### src/rtl/cacc_pkg.sv
// ----------------------------------------------------------------------------
// cacc_pkg
// shared types, register indexes and constants of the platoon speed controller
// ----------------------------------------------------------------------------
package cacc_pkg;

	// fixed-point widths
	localparam int SPEED_W  = 16;
	localparam int GAP_W    = 18;
	localparam int GAIN_W   = 16;
	localparam int C1_W     = 13;
	localparam int LIMIT_W  = 15;
	localparam int CFG_IDX_W  = 3;
	localparam int CFG_DATA_W = 18;

	// shared multiplier and accumulator
	localparam int OPA_W  = 22;
	localparam int OPB_W  = 19;
	localparam int PROD_W = OPA_W + OPB_W;

	localparam logic [C1_W-1:0]  ONE_Q12     = 13'd4096;
	localparam logic [16:0]      ONE_Q16     = 17'h10000;
	localparam logic [GAP_W-1:0] STOP_GAP    = 18'd3;
	// x / 10 as (x * 52429) >> 19, exact for x below 2^18
	localparam logic [OPB_W-1:0] RECIP10     = 19'd52429;
	localparam int               RECIP10_SH  = 19;
	// eng + 5 offset by 3277 * 10 so the quotient input is non-negative
	localparam logic [16:0]      DIV_OFFSET  = 17'd32775;
	localparam logic [17:0]      DIV_UNBIAS  = 18'd3277;

	// register indexes
	typedef enum logic [CFG_IDX_W-1:0] {
		REG_C1          = 3'd0,
		REG_GAIN_SPEED  = 3'd1,
		REG_GAIN_LEADER = 3'd2,
		REG_GAIN_GAP    = 3'd3,
		REG_ALPHA       = 3'd4,
		REG_MAX_ACCEL   = 3'd5,
		REG_MAX_DECEL   = 3'd6,
		REG_DESIRED_GAP = 3'd7
	} cfg_reg_t;

	typedef struct packed {
		logic                     command;
		logic [GAP_W-1:0]         gap;
		logic [SPEED_W-1:0]       ego_speed;
		logic [SPEED_W-1:0]       pred_speed;
		logic [SPEED_W-1:0]       leader_speed;
	} meas_word_t;

	typedef struct packed {
		logic [SPEED_W-1:0]        next_speed;
		logic signed [SPEED_W-1:0] engine_accel;
	} spd_word_t;

	typedef struct packed {
		logic [C1_W-1:0]          c1;
		logic signed [GAIN_W-1:0] gain_speed_error;
		logic signed [GAIN_W-1:0] gain_leader_speed;
		logic signed [GAIN_W-1:0] gain_gap_error;
		logic [15:0]              filter_alpha;
		logic [LIMIT_W-1:0]       max_accel;
		logic [LIMIT_W-1:0]       max_decel;
		logic [GAP_W-1:0]         desired_gap;
	} cfg_t;

	// operand pair fed to the shared multiplier
	typedef enum logic [3:0] {
		MS_NONE,
		MS_W_PRED,
		MS_W_LEAD,
		MS_GAIN_SPEED,
		MS_GAIN_LEADER,
		MS_GAIN_GAP,
		MS_ALPHA,
		MS_BETA,
		MS_RECIP
	} mul_sel_t;

	typedef enum logic [3:0] {
		ST_IDLE,
		ST_M0,
		ST_M1,
		ST_M2,
		ST_M3,
		ST_M4,
		ST_CLAMP,
		ST_F0,
		ST_F1,
		ST_ENG,
		ST_DIV,
		ST_FIN
	} state_t;

	typedef struct packed {
		mul_sel_t sel;
		logic     load_in;
		logic     acc_first;
		logic     acc_add;
		logic     ld_acc;
		logic     ld_eng;
		logic     fin;
	} dp_cmd_t;

	typedef struct packed {
		logic zero_case;
		logic out_busy;
	} dp_status_t;

endpackage

### src/rtl/cacc_speed_controller.sv
// ----------------------------------------------------------------------------
// cacc_speed_controller
// constant-spacing platoon speed controller, one word per control tick
// ----------------------------------------------------------------------------
// usage:
//   meas channel (meas_valid / meas_stall / meas) carries one tick's gap,
//   own, predecessor and leader speeds; it is taken when valid is high and
//   stall is low. spd channel (spd_valid / spd_stall / spd) returns the next
//   commanded speed and the filtered engine acceleration, one word per tick.
//   cfg_we / cfg_index / cfg_data write the gain and limit registers; write
//   only while no tick is in flight.
// sequencing:
//   the next word can be taken only once the result of the last one is
//   loaded; the pace is set by the single shared multiplier, which is stepped
//   through seven products plus the divide-by-ten reciprocal product, with
//   clamp, rounding and output steps in between.
//   a stop word with a gap under 0.01 m skips the arithmetic and goes from
//   idle straight to the output step.
// reset:
//   arst_n clears the stored speeds and acceleration to zero and loads the
//   register defaults; the block is ready for a word right after reset.
// stall:
//   the output register holds a finished word while spd_stall is high; the
//   next word is still taken and computed, and waits in its last step until
//   the output register is free.
// ----------------------------------------------------------------------------
module cacc_speed_controller import cacc_pkg::*; (
	input  logic                  clk,
	input  logic                  arst_n,
	// measurement words in
	input  logic                  meas_valid,
	output logic                  meas_stall,
	input  meas_word_t            meas,
	// speed command words out
	output logic                  spd_valid,
	input  logic                  spd_stall,
	output spd_word_t             spd,
	// register writes
	input  logic                  cfg_we,
	input  logic [CFG_IDX_W-1:0]  cfg_index,
	input  logic [CFG_DATA_W-1:0] cfg_data
);

	cfg_t       cfg;
	dp_cmd_t    cmd;
	dp_status_t status;

	// gain, weight, filter and limit registers
	cacc_cfg u_cfg (
		.clk       (clk),
		.arst_n    (arst_n),
		.cfg_we    (cfg_we),
		.cfg_index (cfg_index),
		.cfg_data  (cfg_data),
		.cfg       (cfg)
	);

	// sequencer: one product per cycle, then clamp, filter and speed step
	cacc_ctrl u_ctrl (
		.clk        (clk),
		.arst_n     (arst_n),
		.meas_valid (meas_valid),
		.meas_stall (meas_stall),
		.status     (status),
		.cmd        (cmd)
	);

	// arithmetic, tick state and output register
	cacc_dp u_dp (
		.clk       (clk),
		.arst_n    (arst_n),
		.cfg       (cfg),
		.meas      (meas),
		.cmd       (cmd),
		.status    (status),
		.spd_valid (spd_valid),
		.spd_stall (spd_stall),
		.spd       (spd)
	);

endmodule

### src/rtl/cacc_cfg.sv
// ----------------------------------------------------------------------------
// cacc_cfg
// configuration register file with reset values and index decode
// ----------------------------------------------------------------------------
module cacc_cfg import cacc_pkg::*; (
	input  logic                  clk,
	input  logic                  arst_n,
	input  logic                  cfg_we,
	input  logic [CFG_IDX_W-1:0]  cfg_index,
	input  logic [CFG_DATA_W-1:0] cfg_data,
	output cfg_t                  cfg
);

	cfg_t cfg_q;

	always_ff @(posedge clk or negedge arst_n) begin
		if (!arst_n) begin
			cfg_q.c1                <= 13'd2048;
			cfg_q.gain_speed_error  <= -16'sd1229;
			cfg_q.gain_leader_speed <= -16'sd410;
			cfg_q.gain_gap_error    <= -16'sd164;
			cfg_q.filter_alpha      <= 16'd10923;
			cfg_q.max_accel         <= 15'd384;
			cfg_q.max_decel         <= 15'd1536;
			cfg_q.desired_gap       <= 18'd3840;
		end else if (cfg_we) begin
			unique case (cfg_reg_t'(cfg_index))
				REG_C1:          cfg_q.c1                <= cfg_data[C1_W-1:0];
				REG_GAIN_SPEED:  cfg_q.gain_speed_error  <= cfg_data[GAIN_W-1:0];
				REG_GAIN_LEADER: cfg_q.gain_leader_speed <= cfg_data[GAIN_W-1:0];
				REG_GAIN_GAP:    cfg_q.gain_gap_error    <= cfg_data[GAIN_W-1:0];
				REG_ALPHA:       cfg_q.filter_alpha      <= cfg_data[15:0];
				REG_MAX_ACCEL:   cfg_q.max_accel         <= cfg_data[LIMIT_W-1:0];
				REG_MAX_DECEL:   cfg_q.max_decel         <= cfg_data[LIMIT_W-1:0];
				REG_DESIRED_GAP: cfg_q.desired_gap       <= cfg_data[GAP_W-1:0];
				default: ;
			endcase
		end
	end

	assign cfg = cfg_q;

endmodule

### src/rtl/cacc_ctrl.sv
// ----------------------------------------------------------------------------
// cacc_ctrl
// sequencer stepping the shared multiplier through one control tick
// ----------------------------------------------------------------------------
module cacc_ctrl import cacc_pkg::*; (
	input  logic       clk,
	input  logic       arst_n,
	input  logic       meas_valid,
	output logic       meas_stall,
	input  dp_status_t status,
	output dp_cmd_t    cmd
);

	state_t state_q, state_d;

	always_ff @(posedge clk or negedge arst_n) begin
		if (!arst_n) begin
			state_q <= ST_IDLE;
		end else begin
			state_q <= state_d;
		end
	end

	always_comb begin
		state_d    = state_q;
		cmd        = '0;
		cmd.sel    = MS_NONE;
		meas_stall = 1'b1;
		unique case (state_q)
			ST_IDLE: begin
				meas_stall = 1'b0;
				if (meas_valid) begin
					cmd.load_in = 1'b1;
					state_d     = status.zero_case ? ST_FIN : ST_M0;
				end
			end
			ST_M0: begin
				cmd.sel = MS_W_PRED;
				state_d = ST_M1;
			end
			ST_M1: begin
				cmd.sel       = MS_W_LEAD;
				cmd.acc_first = 1'b1;
				state_d       = ST_M2;
			end
			ST_M2: begin
				cmd.sel     = MS_GAIN_SPEED;
				cmd.acc_add = 1'b1;
				state_d     = ST_M3;
			end
			ST_M3: begin
				cmd.sel     = MS_GAIN_LEADER;
				cmd.acc_add = 1'b1;
				state_d     = ST_M4;
			end
			ST_M4: begin
				cmd.sel     = MS_GAIN_GAP;
				cmd.acc_add = 1'b1;
				state_d     = ST_CLAMP;
			end
			ST_CLAMP: begin
				cmd.ld_acc = 1'b1;
				state_d    = ST_F0;
			end
			ST_F0: begin
				cmd.sel = MS_ALPHA;
				state_d = ST_F1;
			end
			ST_F1: begin
				cmd.sel       = MS_BETA;
				cmd.acc_first = 1'b1;
				state_d       = ST_ENG;
			end
			ST_ENG: begin
				cmd.ld_eng = 1'b1;
				state_d    = ST_DIV;
			end
			ST_DIV: begin
				cmd.sel = MS_RECIP;
				state_d = ST_FIN;
			end
			ST_FIN: begin
				// keep the quotient product alive while the output is busy
				cmd.sel = MS_RECIP;
				if (!status.out_busy) begin
					cmd.fin = 1'b1;
					state_d = ST_IDLE;
				end
			end
			default: state_d = ST_IDLE;
		endcase
	end

endmodule

### src/rtl/cacc_dp.sv
// ----------------------------------------------------------------------------
// cacc_dp
// datapath: input and state registers, shared multiplier, accumulator, output
// ----------------------------------------------------------------------------
module cacc_dp import cacc_pkg::*; (
	input  logic       clk,
	input  logic       arst_n,
	input  cfg_t       cfg,
	input  meas_word_t meas,
	input  dp_cmd_t    cmd,
	output dp_status_t status,
	output logic       spd_valid,
	input  logic       spd_stall,
	output spd_word_t  spd
);

	// latched word
	logic [GAP_W-1:0]   gap_q;
	logic [SPEED_W-1:0] ego_q, pred_q, lead_q;
	logic               zero_q;

	// tick-to-tick state
	logic [SPEED_W-1:0]        last_pred_q, last_lead_q;
	logic signed [SPEED_W-1:0] last_eng_q;

	logic signed [PROD_W-1:0]  prod_q, accum_q;
	logic signed [SPEED_W-1:0] acc_q, eng_q;
	logic                      out_valid_q;
	spd_word_t                 out_q;

	logic signed [16:0]      d_pred, d_lead, e_pred, e_lead;
	logic signed [20:0]      x_pred, x_lead, pred_acc, lead_acc;
	logic signed [GAP_W:0]   gap_err;
	logic [C1_W-1:0]         w_lead, w_pred;
	logic [16:0]             beta, div_in;
	logic signed [OPA_W-1:0] op_a;
	logic signed [OPB_W-1:0] op_b;
	logic signed [PROD_W-1:0] sum_w, acc_round, eng_round, hi_lim, lo_lim;
	logic signed [SPEED_W-1:0] acc_d;
	logic [12:0]             quot;
	logic signed [17:0]      nxt;
	logic [SPEED_W-1:0]      nxt_sat;

	assign status.zero_case = meas.command && (meas.gap < STOP_GAP);
	assign status.out_busy  = out_valid_q && spd_stall;

	always_ff @(posedge clk) begin
		if (cmd.load_in) begin
			gap_q  <= meas.gap;
			ego_q  <= meas.ego_speed;
			pred_q <= meas.command ? '0 : meas.pred_speed;
			lead_q <= meas.leader_speed;
			zero_q <= status.zero_case;
		end
	end

	// speed differences and ten-per-second accelerations
	assign d_pred   = $signed({1'b0, pred_q}) - $signed({1'b0, last_pred_q});
	assign d_lead   = $signed({1'b0, lead_q}) - $signed({1'b0, last_lead_q});
	assign x_pred   = {{4{d_pred[16]}}, d_pred};
	assign x_lead   = {{4{d_lead[16]}}, d_lead};
	assign pred_acc = (x_pred <<< 3) + (x_pred <<< 1);
	assign lead_acc = (x_lead <<< 3) + (x_lead <<< 1);
	assign e_pred   = $signed({1'b0, ego_q}) - $signed({1'b0, pred_q});
	assign e_lead   = $signed({1'b0, ego_q}) - $signed({1'b0, lead_q});
	assign gap_err  = $signed({1'b0, cfg.desired_gap}) - $signed({1'b0, gap_q});
	assign w_lead   = (cfg.c1 > ONE_Q12) ? ONE_Q12 : cfg.c1;
	assign w_pred   = ONE_Q12 - w_lead;
	assign beta     = ONE_Q16 - {1'b0, cfg.filter_alpha};
	assign div_in   = {eng_q[15], eng_q} + DIV_OFFSET;

	always_comb begin
		op_a = '0;
		op_b = '0;
		case (cmd.sel)
			MS_W_PRED: begin
				op_a = {pred_acc[20], pred_acc};
				op_b = {6'b0, w_pred};
			end
			MS_W_LEAD: begin
				op_a = {lead_acc[20], lead_acc};
				op_b = {6'b0, w_lead};
			end
			MS_GAIN_SPEED: begin
				op_a = {{5{e_pred[16]}}, e_pred};
				op_b = {{3{cfg.gain_speed_error[15]}}, cfg.gain_speed_error};
			end
			MS_GAIN_LEADER: begin
				op_a = {{5{e_lead[16]}}, e_lead};
				op_b = {{3{cfg.gain_leader_speed[15]}}, cfg.gain_leader_speed};
			end
			MS_GAIN_GAP: begin
				op_a = {{3{gap_err[18]}}, gap_err};
				op_b = {{3{cfg.gain_gap_error[15]}}, cfg.gain_gap_error};
			end
			MS_ALPHA: begin
				op_a = {{6{acc_q[15]}}, acc_q};
				op_b = {3'b0, cfg.filter_alpha};
			end
			MS_BETA: begin
				op_a = {{6{last_eng_q[15]}}, last_eng_q};
				op_b = {2'b0, beta};
			end
			MS_RECIP: begin
				op_a = {5'b0, div_in};
				op_b = RECIP10;
			end
			default: ;
		endcase
	end

	always_ff @(posedge clk) begin
		prod_q <= op_a * op_b;
		if (cmd.acc_first) begin
			accum_q <= prod_q;
		end else if (cmd.acc_add) begin
			accum_q <= accum_q + prod_q;
		end
		if (cmd.ld_acc) begin
			acc_q <= acc_d;
		end
		if (cmd.ld_eng) begin
			eng_q <= eng_round[SPEED_W-1:0];
		end
	end

	// round, then clamp to [-max_decel, max_accel]
	assign sum_w     = accum_q + prod_q;
	assign acc_round = (sum_w + 41'sd2048) >>> 12;
	assign eng_round = (sum_w + 41'sd32768) >>> 16;
	assign hi_lim    = $signed({26'b0, cfg.max_accel});
	assign lo_lim    = -$signed({26'b0, cfg.max_decel});

	always_comb begin
		if (acc_round > hi_lim) begin
			acc_d = hi_lim[SPEED_W-1:0];
		end else if (acc_round < lo_lim) begin
			acc_d = lo_lim[SPEED_W-1:0];
		end else begin
			acc_d = acc_round[SPEED_W-1:0];
		end
	end

	// speed step: floor((eng + 5) / 10) added to own speed
	assign quot = prod_q[RECIP10_SH+12:RECIP10_SH];
	assign nxt  = $signed({2'b0, ego_q}) + $signed({5'b0, quot}) - $signed(DIV_UNBIAS);

	always_comb begin
		if (nxt < 0) begin
			nxt_sat = '0;
		end else if (nxt[17:16] != 2'b00) begin
			nxt_sat = '1;
		end else begin
			nxt_sat = nxt[SPEED_W-1:0];
		end
	end

	always_ff @(posedge clk or negedge arst_n) begin
		if (!arst_n) begin
			last_pred_q <= '0;
			last_lead_q <= '0;
			last_eng_q  <= '0;
			out_valid_q <= 1'b0;
		end else begin
			if (cmd.fin) begin
				out_valid_q <= 1'b1;
				if (!zero_q) begin
					last_pred_q <= pred_q;
					last_lead_q <= lead_q;
					last_eng_q  <= eng_q;
				end
			end else if (!spd_stall) begin
				out_valid_q <= 1'b0;
			end
		end
	end

	always_ff @(posedge clk) begin
		if (cmd.fin) begin
			out_q.next_speed   <= zero_q ? '0 : nxt_sat;
			out_q.engine_accel <= zero_q ? '0 : eng_q;
		end
	end

	assign spd_valid = out_valid_q;
	assign spd       = out_q;

`ifndef NO_ASSERTIONS
	// a finished word never overwrites one still waiting downstream
	a_no_overwrite: assert property (@(posedge clk) disable iff (!arst_n)
		cmd.fin |-> !(out_valid_q && spd_stall))
		else $error("result overwritten while stalled");

	// the result appears right after the sequencer finishes
	a_fin_valid: assert property (@(posedge clk) disable iff (!arst_n)
		cmd.fin |=> out_valid_q)
		else $error("result not presented after finish");

	// the clamped acceleration respects the limits when the filter uses it
	a_clamp: assert property (@(posedge clk) disable iff (!arst_n)
		(cmd.sel == MS_ALPHA) |->
			($signed({acc_q[15], acc_q}) <= $signed({2'b0, cfg.max_accel})) &&
			($signed({acc_q[15], acc_q}) >= -$signed({2'b0, cfg.max_decel})))
		else $error("clamped acceleration out of range");
`endif

endmodule

### config.mk
export PLATFORM = sky130hd
export DESIGN_NAME = cacc_speed_controller
export DESIGN_NICKNAME = d
export VERILOG_FILES = /design/src/rtl/cacc_pkg.sv /design/src/rtl/cacc_speed_controller.sv /design/src/rtl/cacc_cfg.sv /design/src/rtl/cacc_ctrl.sv /design/src/rtl/cacc_dp.sv
export SDC_FILE = /design/constraint.sdc
export NUM_CORES = 2
export LEC_CHECK = 0
export ABC_CLOCK_PERIOD_IN_PS = 15700
export BUFFER_PORTS_ARGS = -buffer_cell sky130_fd_sc_hd__buf_2
export CORE_UTILIZATION = 60
export CTS_BUF_LIST = sky130_fd_sc_hd__clkbuf_8 sky130_fd_sc_hd__clkbuf_16
export DETAILED_ROUTE_END_ITERATION = 8
export GPL_TIMING_DRIVEN = 0
export PLACE_DENSITY_LB_ADDON = 0.3
export REMOVE_ABC_BUFFERS = 1
export SLEW_MARGIN = 10
export SYNTH_ARGS = -nofsm -noshare
export SYNTH_HDL_FRONTEND = slang
export SYNTH_SLANG_ARGS = --single-unit
### constraint.sdc
create_clock -name clk -period 15.7 [get_ports clk]
set_input_delay 3.14 -clock clk [delete_from_list [all_inputs] [get_ports clk]]
set_output_delay 3.14 -clock clk [all_outputs]
set_load 0.02 [all_outputs]
* Word level (Yosys, flattened, before mapping) *
Index checks and enable logic that the tools add are counted.

cells by class
  $lt $le $gt $ge = 5
  multiplexer cells = 24
  reduce and logical (&&, ||, !) cells = 20
  $mul = 1
  equality and inequality tests = 29
  bitwise gates (word level) = 1
  add/subtract/negate cells = 16

operators with widths
  operator                                             number
  case mux 22 bit (8 select lines)                     1
  case mux 19 bit (8 select lines)                     1
  2-to-1 mux 41 bit                                    2
  subtractor 16 x 16 -> 17 bit                         4
  case mux 4 bit (12 select lines)                     1
  adder 20 x 18 -> 21 bit                              2
  adder 41 x 13 -> 41 bit, second input constant       1
  adder 41 bit                                         1
  < comparator 29 x 41 -> 1 bit                        1
  multiplier 22 x 19 -> 41 bit                         1
  negation 15 -> 41 bit                                1
  adder 32 x 17 -> 32 bit, second input constant       1
  == test 4 x 3 -> 1 bit, second input constant        8
  2-to-1 mux 16 bit                                    2
  case mux 4 bit (8 select lines)                      1
  > comparator 29 x 16 -> 1 bit                        1
  == test 4 bit, second input constant                 5
  AND reduction 2 bit                                  10
  subtractor 18 x 18 -> 19 bit                         1
  < comparator 18 x 1 -> 1 bit, second input constant  1
  < comparator 18 x 2 -> 1 bit, second input constant  1
  subtractor 17 x 12 -> 18 bit, second input constant  1
  adder 16 x 13 -> 17 bit                              1
  adder 17 x 16 -> 17 bit, second input constant       1
  21 further kinds                                     46

storage, ports and cells
  register bits = 391
  bits of input ports = 93

* Logic depth before layout (Yosys ltp) *
  word-level depth = 6
  mapped depth = 53
  gate-level depth less buffers = 51

* Hierarchy *
Synthesis repeated with hierarchy kept, for this count alone.

second synthesis, totals
  cells, all modules = 4376
  area total of the unflattened synthesis = 41901.4 um^2

by module, submodules not included
  module     cells an instance  sequential area each (um^2)  area each (um^2)  instances
  cacc_dp    4055               7211.9                       36482.5           1
  cacc_cfg   273                3191.8                       5034.8            1
  cacc_ctrl  48                 100.1                        384.1             1

* Least setup slack after synthesis *
Ideal clock, no wire load.

  path kind = register to register
  start point = reg u_dp.last_lead_q[1]
  end point = reg u_dp.prod_q[40]
  path slack = 4.838 ns
  buffers on the path = 1
  data arrival time = 10.790 ns
  cell stages (with the launch flop) = 47
  period minus slack after synthesis = 10.862 ns
  data required time = 15.628 ns
  cell sequence = dfrtp_1 > inv_1 > ha_1 > nor2b_1 > o21ai_0 > a21boi_0 > o21ai_0 > a211oi_1 > o21a_1 > o21a_1 > o21a_1 > nor2_1 > ha_1 > and2_1 > or3b_2 > or3_1 > o2111ai_1 > nand2_1 > [11 not listed] > inv_1 > fa_1 > inv_1 > fa_1 > inv_1 > ha_1 > o21a_1 > o21ai_0 > nor3_1 > and3b_1 > nor2_1 > a211oi_1 > a2111oi_0 > nor3_1 > a31oi_1 > o21ai_0 > a21oi_1 > xnor2_1

on the way
  cells in the longest elaborated chain, start to end = 4

ends and longest elaborated chain
  what                              RTL line        text
  from (decl)                       cacc_dp.sv:23   logic [SPEED_W-1:0] last_pred_q, last_lead_q;
  from (signal assigned)            cacc_dp.sv:169  last_lead_q <= lead_q;
  subtractor 16 x 16 -> 17 bit      cacc_dp.sv:59   assign d_lead = $signed({1'b0, lead_q}) - $signed({1'b0, last_lead_q});
  adder 20 x 18 -> 21 bit           cacc_dp.sv:63   assign lead_acc = (x_lead <<< 3) + (x_lead <<< 1);
  case mux 22 bit (8 select lines)  cacc_dp.sv:75   case (cmd.sel)
  multiplier 22 x 19 -> 41 bit      cacc_dp.sv:113  prod_q <= op_a * op_b;
  to (signal assigned)              cacc_dp.sv:113
  to (decl)                         cacc_dp.sv:26   logic signed [PROD_W-1:0] prod_q, accum_q;

No other way between the ends.
A chain may end at the register's enable or synchronous reset.

* Final worst setup path *
  start point = reg u_dp.lead_q[1]
  end point = reg u_dp.prod_q[38]

on the way
  cells in the longest elaborated chain, start to end = 4

ends and longest elaborated chain
  what                                RTL line        text
  from (decl)                         cacc_dp.sv:19   logic [SPEED_W-1:0] ego_q, pred_q, lead_q;
  from (signal assigned)              cacc_dp.sv:52   lead_q <= meas.leader_speed;
  subtractor 16 x 16 -> 17 bit        cacc_dp.sv:59
  adder 20 x 18 -> 21 bit             cacc_dp.sv:63
  case mux 22 bit (8 select lines) *  cacc_dp.sv:75
  multiplier 22 x 19 -> 41 bit *      cacc_dp.sv:113

Every way passes the cells marked *; elsewhere a longest branch is shown, timed or not.

==> impl_metrics.csv <==
group,metric,value,unit
routing,wirelength,119300,um
cts,clk-insertion-delay-late,0.60,ns
setup_path,cp-start-kind,"flop",
worst_hold_path,min_path_cells,1,
routing,drt-wirelength-per-cell,21.64,um
global_routing,antenna_found_initial,4,
sta,period_minus_slack,13.54,ns
synth,ys_seq_elements,391,
sta,finalClockSkew,0.02855,ns
floorplan,dieArea,71400,sq um
routing,drtPass1Iterations,7,
routing,drc,0,
layout,layout.nets,5410,
cts,cts_buffers,43,
global_routing,grt_max_degree,114,
synth,synth_top_area_frac,0.1983,
layout,multi_input_area,28790,sq um
cts,cts_tree,"done",
setup_path,worst_r2r_path_depth,46,
cts,cts.htree.levels,2,
layout,layout_common_cells,"649 x inv_1, 460 x nand2_1, 418 x fa_1",
placed_design,portBuffers,126,
setup_path,critPathSlowestCell,"a311o_1",
run_status,status,"finished, final reports clean",
sta,setup_tns,0,ns
sta,tightestPinTransition,1.349,ns
placed_design,dp_hpwl,94410,um
setup_path,worstSetupEndpointType,"flop",
placed_design,finalWeightedCongestion,0.9786,
floorplan,ioPinCount,127,
cts,clock_sinks,391,
setup_path,critPathBufInv,7,
setup_path,required,16.18,ns
routing,postRouteAntennaNets,0,
worst_hold_path,hp-class,"flop to flop",
setup_path,crit_path_max_fanout,19,
sta,finalWorstSetupSlack,2.161,ns
synth,ys_seq_area_frac,0.2489,
synth,synth_edf_count,172,
cts,clockBufferDepth,3,
synth,synth_area_leaders,"fa_1 20%, edfxtp_1 12%, ha_1 11%",
placed_design,dp.cells,5426,
layout,ff_latch_area,10500,sq um
routing,drt_iter0_markers,3058,
synth,synth_cells,4487,
cts,post_cts.repair.setup_buffers,0,
synth,syn_avg_cell_area,9.406,sq um
sta,max_freq,73.86,MHz
sta,grt_setup_unrepaired,"false",
layout,area_growth,7.723,%
sta,relSlewSlack,0.1003,
layout,instances_no_fill,5512,
sta,slew_violations,0,
setup_path,r2r-start,"u_dp.lead_q[1]$_DFFE_PP_",
setup_path,crit_type,"flop to flop",
floorplan,core,69070,sq um
floorplan,die_y,267.2,um
cts,clk_pin_slew,0.06,ns
worst_hold_path,whs_endpoint,"u_dp.last_eng_q[2]$_DFFE_PN0P_",
sta,setup_viol,0,
floorplan,die_width,267.2,um
routing,vias_per_cell,6.083,
floorplan,initial_core_util,0.6111,
synth,synthArstFlopShare,0.4552,
layout,layout_commonest_cell,"inv_1",
job,drv_cap,0,
setup_path,worst-r2r-setup-slack,2.16,ns
cts,cts-root-buf,"clkbuf_16",
global_routing,grt_pass1_vias,33320,
floorplan,core.rowCount,96,
global_routing,gr-total-overflow,0,
synth,synth_cell_types,94,
worst_hold_path,min_from,"u_dp.last_eng_q[2]$_DFFE_PN0P_",
synth,ys_warn_count,0,
setup_path,r2r_end,"u_dp.prod_q[38]$_DFF_P_",
cts,ctsResizeCount,0,
placed_design,place_ws,2.281,ns
sta,period_share,0.8624,
layout,layout-drive-gt1-share,0.1148,
synth,syn_area,42200,sq um
setup_path,critical-path-top-delay-family,"compound AO/OA/AOI/OAI gates",
global_routing,grt_first_pass_wirelength,185900,um
synth,synth_top_area_cell,"fa_1",
sta,hold_violations,0,
layout,fillers,5521,
routing,num_vias,33530,
setup_path,max_stage_delay,0.97,ns
global_routing,track_usage,0.3415,
cts,ctsHoldBuffers,0,
synth,synth-main-ff-cell,"edfxtp_1",
setup_path,worst_ep_arrival_time,14.02,ns
==> worst reg2reg max path: cells and delay by family (launching register included) <==
| family | cells | cell delay [ns] |
|---|---|---|
| AOI/OAI and AO/OA | 17 | 5.62 |
| xor gates and xnor gates | 3 | 0.72 |
| adders and majority gates | 10 | 4.51 |
| buffers and inverters | 7 | 0.41 |
| DFF | 1 | 0.45 |
| and+or+nand+nor | 9 | 1.69 |
==> sequential cells by signal, indices dropped and copies added (netlist names) <==
name,count
u_dp.zero_q,1
u_dp.accum_q,41
u_dp.ego_q,16
u_dp.pred_q,16
u_dp.last_pred_q,16
u_dp.gap_q,18
u_dp.lead_q,16
u_dp.last_eng_q,16
u_ctrl.state_q,4
u_dp.acc_q,16
u_dp.spd_valid,1
u_dp.spd,32
u_dp.last_lead_q,16
u_cfg.cfg,125
u_dp.prod_q,41
u_dp.eng_q,16
==> through the flow <==
stage                     hold slack, ns    util  area (sq um)
after floorplan                   0.4793       -         41570
after global placement            0.4871  0.6279         43370
after detailed placement          0.4947  0.6370         44000
after CTS                         0.5097  0.6580         45450
after global routing              0.5208  0.6580         45450
final                             0.5092  0.6583         45460
==> layout make-up <==
cell class | instances | area share
diodes | 6 | 0.0003303
clock buffers | 46 | 0.02458
clock inverters | 34 | 0.007266
inverters | 648 | 0.05350
multi-input cells | 3289 | 0.6333
flip-flops and latches | 391 | 0.2310
well taps | 931 | 0.02562
repair buffers | 167 | 0.02433
==> layer usage <==
layer,up-vias,global-route usage,share of wire
li1,15290,-,-
met1,16430,0.4356,0.39
met2,1507,0.5593,0.47
met3,302,0.06298,0.088
met4,2,0.1667,0.054
met5,-,0,0.000092
==> worst max path at each step <==
stage	cells after the start	from	slack, ns	end
2_1_floorplan	39	u_cfg.cfg[112]$_DFFE_PN0P_	4.59	u_dp.prod_q[40]$_DFF_P_
3_3_place_gp	30	u_ctrl.state_q[1]$_DFFE_PN0P_	0.19	u_dp.prod_q[38]$_DFF_P_
3_5_place_dp	47	u_dp.last_lead_q[1]$_DFFE_PN0P_	2.28	u_dp.prod_q[38]$_DFF_P_
4_1_cts	46	u_dp.lead_q[1]$_DFFE_PP_	2.24	u_dp.prod_q[38]$_DFF_P_
5_1_grt	46	u_dp.last_pred_q[1]$_DFFE_PN0P_	1.69	u_dp.prod_q[38]$_DFF_P_
6_report	46	u_dp.lead_q[1]$_DFFE_PP_	2.16	u_dp.prod_q[38]$_DFF_P_
==> synthesized netlist by cell type, types with 10 or more instances <==
master,number
clkbuf_1,144
xnor2_1,168
dfxtp_1,41
o21a_1,29
a2111oi_0,11
or3_1,22
nand3_1,51
and3_1,22
a222oi_1,12
a22oi_1,28
a221o_1,11
dfrtp_1,127
or2_2,22
a211o_1,11
nand2_1,461
nand3b_1,10
edfxtp_1,172
mux2_2,155
xor2_1,76
and2_1,102
nor4_1,19
nor3_1,96
nand2b_1,56
o211ai_1,33
nor2_1,236
inv_1,648
dfstp_2,51
a211oi_1,40
o21bai_1,18
a21oi_1,194
nor2b_1,62
a21boi_0,18
o21ai_0,204
mux2i_1,46
a221oi_1,11
a21o_1,76
a31oi_1,29
o31ai_1,10
nand4_1,38
ha_1,359
fa_1,418
==> kinds of logic after synthesis <==
family | share of synthesized area
AOI/OAI and AO/OA | 0.1282
xor gates and xnor gates | 0.05120
adders and majority gates | 0.3047
buffers and inverters | 0.07263
DFF | 0.2489
muxes | 0.05298
and+or+nand+nor | 0.1414
Power is left out: the tool's default activity adds up to more than one toggle a clock period on the data nets, which glitch-free logic cannot reach.
